`config.mk`:
```
export PLATFORM = sky130hd
export DESIGN_NAME = ggns_div
export DESIGN_NICKNAME = d
export VERILOG_FILES = /design/src/hw/rtl/ggns_div.sv
export SDC_FILE = /design/constraint.sdc
export NUM_CORES = 1
export LEC_CHECK = 0
export BUFFER_PORTS_ARGS = -buffer_cell sky130_fd_sc_hd__clkbuf_2
export CORE_MARGIN = 10
export CORE_UTILIZATION = 40
export CTS_CLUSTER_DIAMETER = 60
export DETAILED_ROUTE_END_ITERATION = 7
export PLACE_DENSITY = 0.63
export REMOVE_ABC_BUFFERS = 1
export SYNTH_ARGS = -nofsm -noshare
export SYNTH_HDL_FRONTEND = slang
export SYNTH_SLANG_ARGS = --single-unit
```
`constraint.sdc`:
```
create_clock -name clk_i -period 7.4 [get_ports clk_i]
set_input_delay 0.74 -clock clk_i [delete_from_list [all_inputs] [get_ports clk_i]]
set_output_delay 0.74 -clock clk_i [all_outputs]
set_load 0.05 [all_outputs]
```
`src/hw/rtl/ggns_div.sv`:
```
`default_nettype none

module ggns_div (
  input  wire logic        clk_i,
  input  wire logic        rst_ni,
  input  wire logic        start_i,
  input  wire logic [63:0] dividend_i,
  input  wire logic [63:0] divisor_i,
  output logic             done_o,
  output logic [63:0]      quotient_o
);

  logic        busy_q, busy_d;
  logic        done_q, done_d;
  logic [5:0]  cnt_q, cnt_d;
  logic [63:0] rem_q, rem_d;
  logic [63:0] quo_q, quo_d;
  logic [63:0] dvs_q, dvs_d;
  logic [64:0] rem_sh;
  logic        ge;

  // one restoring step per cycle, quotient shifts in behind the dividend
  always_comb begin
    busy_d = busy_q;
    done_d = 1'b0;
    cnt_d  = cnt_q;
    rem_d  = rem_q;
    quo_d  = quo_q;
    dvs_d  = dvs_q;
    rem_sh = {rem_q, quo_q[63]};
    ge     = rem_sh >= {1'b0, dvs_q};
    if (start_i) begin
      busy_d = 1'b1;
      cnt_d  = '0;
      rem_d  = '0;
      quo_d  = dividend_i;
      dvs_d  = divisor_i;
    end else if (busy_q) begin
      rem_d = ge ? 64'(rem_sh - {1'b0, dvs_q}) : rem_sh[63:0];
      quo_d = {quo_q[62:0], ge};
      cnt_d = cnt_q + 6'd1;
      if (cnt_q == 6'd63) begin
        busy_d = 1'b0;
        done_d = 1'b1;
      end
    end
  end

  always_ff @(posedge clk_i or negedge rst_ni) begin
    if (!rst_ni) begin
      busy_q <= 1'b0;
      done_q <= 1'b0;
      cnt_q  <= '0;
    end else begin
      busy_q <= busy_d;
      done_q <= done_d;
      cnt_q  <= cnt_d;
    end
  end

  always_ff @(posedge clk_i) begin
    rem_q <= rem_d;
    quo_q <= quo_d;
    dvs_q <= dvs_d;
  end

  assign done_o     = done_q;
  assign quotient_o = quo_q;

endmodule

`default_nettype wire

```
==> summary.md <==
| Metric | Value |
|---|---|
| Clock Sinks | 200 |
| Vias per Instance | 5.46 |
| Overflow after GRT | 0 |
| Data required, critical path | 7.76 ns |
| Endpoints failing hold | 0 |
| # diodes | 0 |
| Pleak | 5.89 nW |
| Post-synthesis sequential area ratio | 45.1% |
| Root buffer cell | clkbuf_16 |
| Hold bufs inserted after CTS | 0 |
| Initial detailed-routing violation count | 720 |
| Max Fanout on Critical Path | 31 |
| Worst Path Arrival | 4.57 ns |
| Post-Synthesis Cells | 1219 |
| Net Sw Frac | 29.6% |
| Post_cts resized | 0 |
| Number of synthesized flops with an enable pin | 128 |
| Synth warn | 0 |
| Core ar. | 28900 um2 |
| Num rows | 62 |
| Max clock buf depth | 2 |
| Cell area after synthesis | 11800 um2 |
| Area growth syn-to-layout | 16.1% |
| Clk_skew | 0.0134 ns |
| First-pass GRT wire length | 53.4 mm |
| Post-route setup TNS | 0 ns |
| P_int | 1.92 mW |
| Layout cells sized above 1 | 22.6% |
| Die Wd | 192 um |
| Dpl hpwl | 24.8 mm |
| Slew headroom | 36.9% |
| F_max | 238 MHz |
| Antenna violations before repair | 0 |
| Worst-skew pair later-pin latency | 0.45 ns |
| Worst hold slack | 0.123 ns |
| Share of total power in combinational logic | 16.1% |
| Slew @ Worst Pin | 0.947 ns |
| I/O pins | 196 |
| Vias | 9721 |
| Gpl congestion | 0.915 |
| Reg clk slew, reported paths | 0.08 ns |
| PwrDens | 199 nW/um2 |
| Setup Viol. Count Final | 0 |
| Vias in the first global route | 9958 |
| Ys flop type | edfxtp_1 |
| Final Critical Period | 4.20 ns |
| First-pass DRT Iterations | 6 |
| Peak VDD IR | 0.000145 V |
| Worst Path Class, Setup | flip-flop to flip-flop |
| Post-CTS setup buffer count | 0 |
| I/O Buffers | 195 |
| Yosys cell types | 73 |
| Initial Util | 40.8% |
| Syn Area/Cell | 9.69 um2 |
| Clock power share | 36.2% |
| Nets | 1580 |
| Synth async-reset ratio | 4.00% |
| Max capacitance violation total | 0 |
| Unrepaired setup endpoints after global routing | false |
| CTS buffer count | 17 |
| Synthesized flop and latch total | 200 |
| Startpoint types | flip-flop |
| Drt total wl | 33.0 mm |
| CTS tree | built |
| Util after Layout | 47.4% |
| Final ANT Viol Nets | 0 |
| Worst Setup End Kind | flip-flop |
| Die Ht | 192 um |
| Largest net degree at the start of global routing | 92 |
| Psw | 805 uW |
| Gr usage total | 18.1% |
| H-Tree Depth | 4 |
| Most common cell after layout, fill and taps aside | clkbuf_2 |
| Result of the run | finished, final reports clean |
| Commonest cells after routing, fill and taps aside | clkbuf_2, nand2_1, edfxtp_1 |
| Final Slew Violations | 0 |
| Die Area | 36800 um2 |
| # DRC | 0 |
| Wire per inst | 18.6 um |
| Part of the cycle the worst path needs | 56.8% |
| Sequential power share | 47.6% |
| Worst hold-check path type | primary input to async pin |
-- state kept, by name, summed over array words and instances (netlist names) --
signal / count
busy_q: 1
cnt_q: 6
done_o: 1
dvs_q: 64
quotient_o: 64
rem_q: 64
-- worst max-delay path: stages, from the launching register on --
cell	delay, ns
edfxtp_1	0.34
inv_1	0.05
ha_1	0.47
and4_4	0.32
nand2_1	0.05
or3_1	0.40
or3_4	0.42
o21ai_2	0.20
a211oi_2	0.18
nor2_4	0.76
buf_4	0.42
nand2_1	0.28
o21ai_0	0.25
-- synthesized netlist by cell type, types with 3 or more instances --
cell type / number / area (um2)
a211oi_1: 6 / 45.0
a21o_1: 27 / 203
a21oi_1: 87 / 435
a221o_1: 3 / 30.0
a221oi_1: 4 / 35.0
a311oi_1: 37 / 324
a31oi_1: 12 / 75.1
a32oi_1: 7 / 61.3
and2_1: 9 / 56.3
and3_1: 15 / 93.8
buf_2: 10 / 50.1
clkbuf_1: 45 / 169
dfrtp_1: 8 / 200
dfxtp_1: 64 / 1280
edfxtp_1: 128 / 3840
ha_1: 65 / 813
inv_1: 83 / 312
mux2_2: 65 / 732
mux2i_1: 11 / 110
nand2_1: 159 / 597
nand2b_1: 7 / 43.8
nand3_1: 15 / 75.1
nand4_1: 22 / 138
nor2_1: 83 / 312
nor2b_1: 6 / 37.5
nor3_1: 19 / 95.1
nor4_1: 4 / 25.0
o211ai_1: 7 / 52.6
o21a_1: 11 / 82.6
o21ai_0: 51 / 255
o21ai_1: 6 / 30.0
o21bai_1: 17 / 128
o221ai_1: 3 / 26.3
o31ai_1: 9 / 67.6
or2_2: 3 / 18.8
or3_1: 11 / 68.8
xnor2_1: 32 / 280
xor2_1: 25 / 219
-- final timing paths --
| kind | from | end | slack, ns | cells after the start |
|---|---|---|---|---|
| min in group clk_i | divisor_i[51] | dvs_q[51] | 0.46 | 1 |
| min | rst_ni | cnt_q[0] | 0.12 | 1 |
| max | dvs_q[37] | rem_q[54] | 3.20 | 12 |
| max in group asynchronous | rst_ni | busy_q | 7.09 | 1 |
| max reg2reg | dvs_q[37] | rem_q[54] | 3.20 | 12 |
| min reg2reg | rem_q[2] | rem_q[2] | 0.49 | 2 |
-- per-stage QoR --
step | std cells | total power [mW] | cell area [um2] | worst slack (ns)
5_1_grt | 1779 | 2.83 | 13700 | 2.82
6_report | 1779 | 2.72 | 13700 | 3.20
4_1_cts | 1779 | 2.75 | 13700 | 3.18
3_3_place_gp | 1748 | 1.76 | 13100 | 3.35
2_1_floorplan | 1162 | 1.61 | 11600 | 3.24
3_5_place_dp | 1748 | 1.76 | 13100 | 3.19
-- routing by layer --
metal	wire length, um	part of all wire [%]	track usage, %	vias to the layer above
li1	-	-	-	4785
met1	15100	46	23.4	4592
met2	14700	44	28.2	310
met3	2770	8.4	6.24	34
met4	510	1.5	4.66	0
met5	0	0	0	-
-- final cells by class --
type	count	area (um2)
clock buffers	17	425
clock inverters	14	180
fillers	2782	15200
inverters	86	323
multi-input cells	876	5940
flip-flops and latches	200	5330
well taps	384	480
repair buffers	202	1030
-- power by group through the flow --
| stage | Clock, mW | Combinational (mW) | Sequential [mW] |
|---|---|---|---|
| 2_1_floorplan | 0 | 0.169 | 1.44 |
| 3_3_place_gp | 0 | 0.439 | 1.32 |
| 3_5_place_dp | 0 | 0.440 | 1.32 |
| 4_1_cts | 1.01 | 0.441 | 1.30 |
| 5_1_grt | 1.05 | 0.478 | 1.31 |
| 6_report | 0.987 | 0.439 | 1.30 |
-- kinds of logic after synthesis --
kind of cell,Yosys count,share of synthesized area [%]
fa+ha+maj,66,7.06
buf+inv,143,4.68
flops,200,45.1
simple gates,367,14.3
mux,76,7.13
xor+xnor,57,4.23
compound gates,310,17.5
No activity file was read; power rests on OpenSTA's default activity.
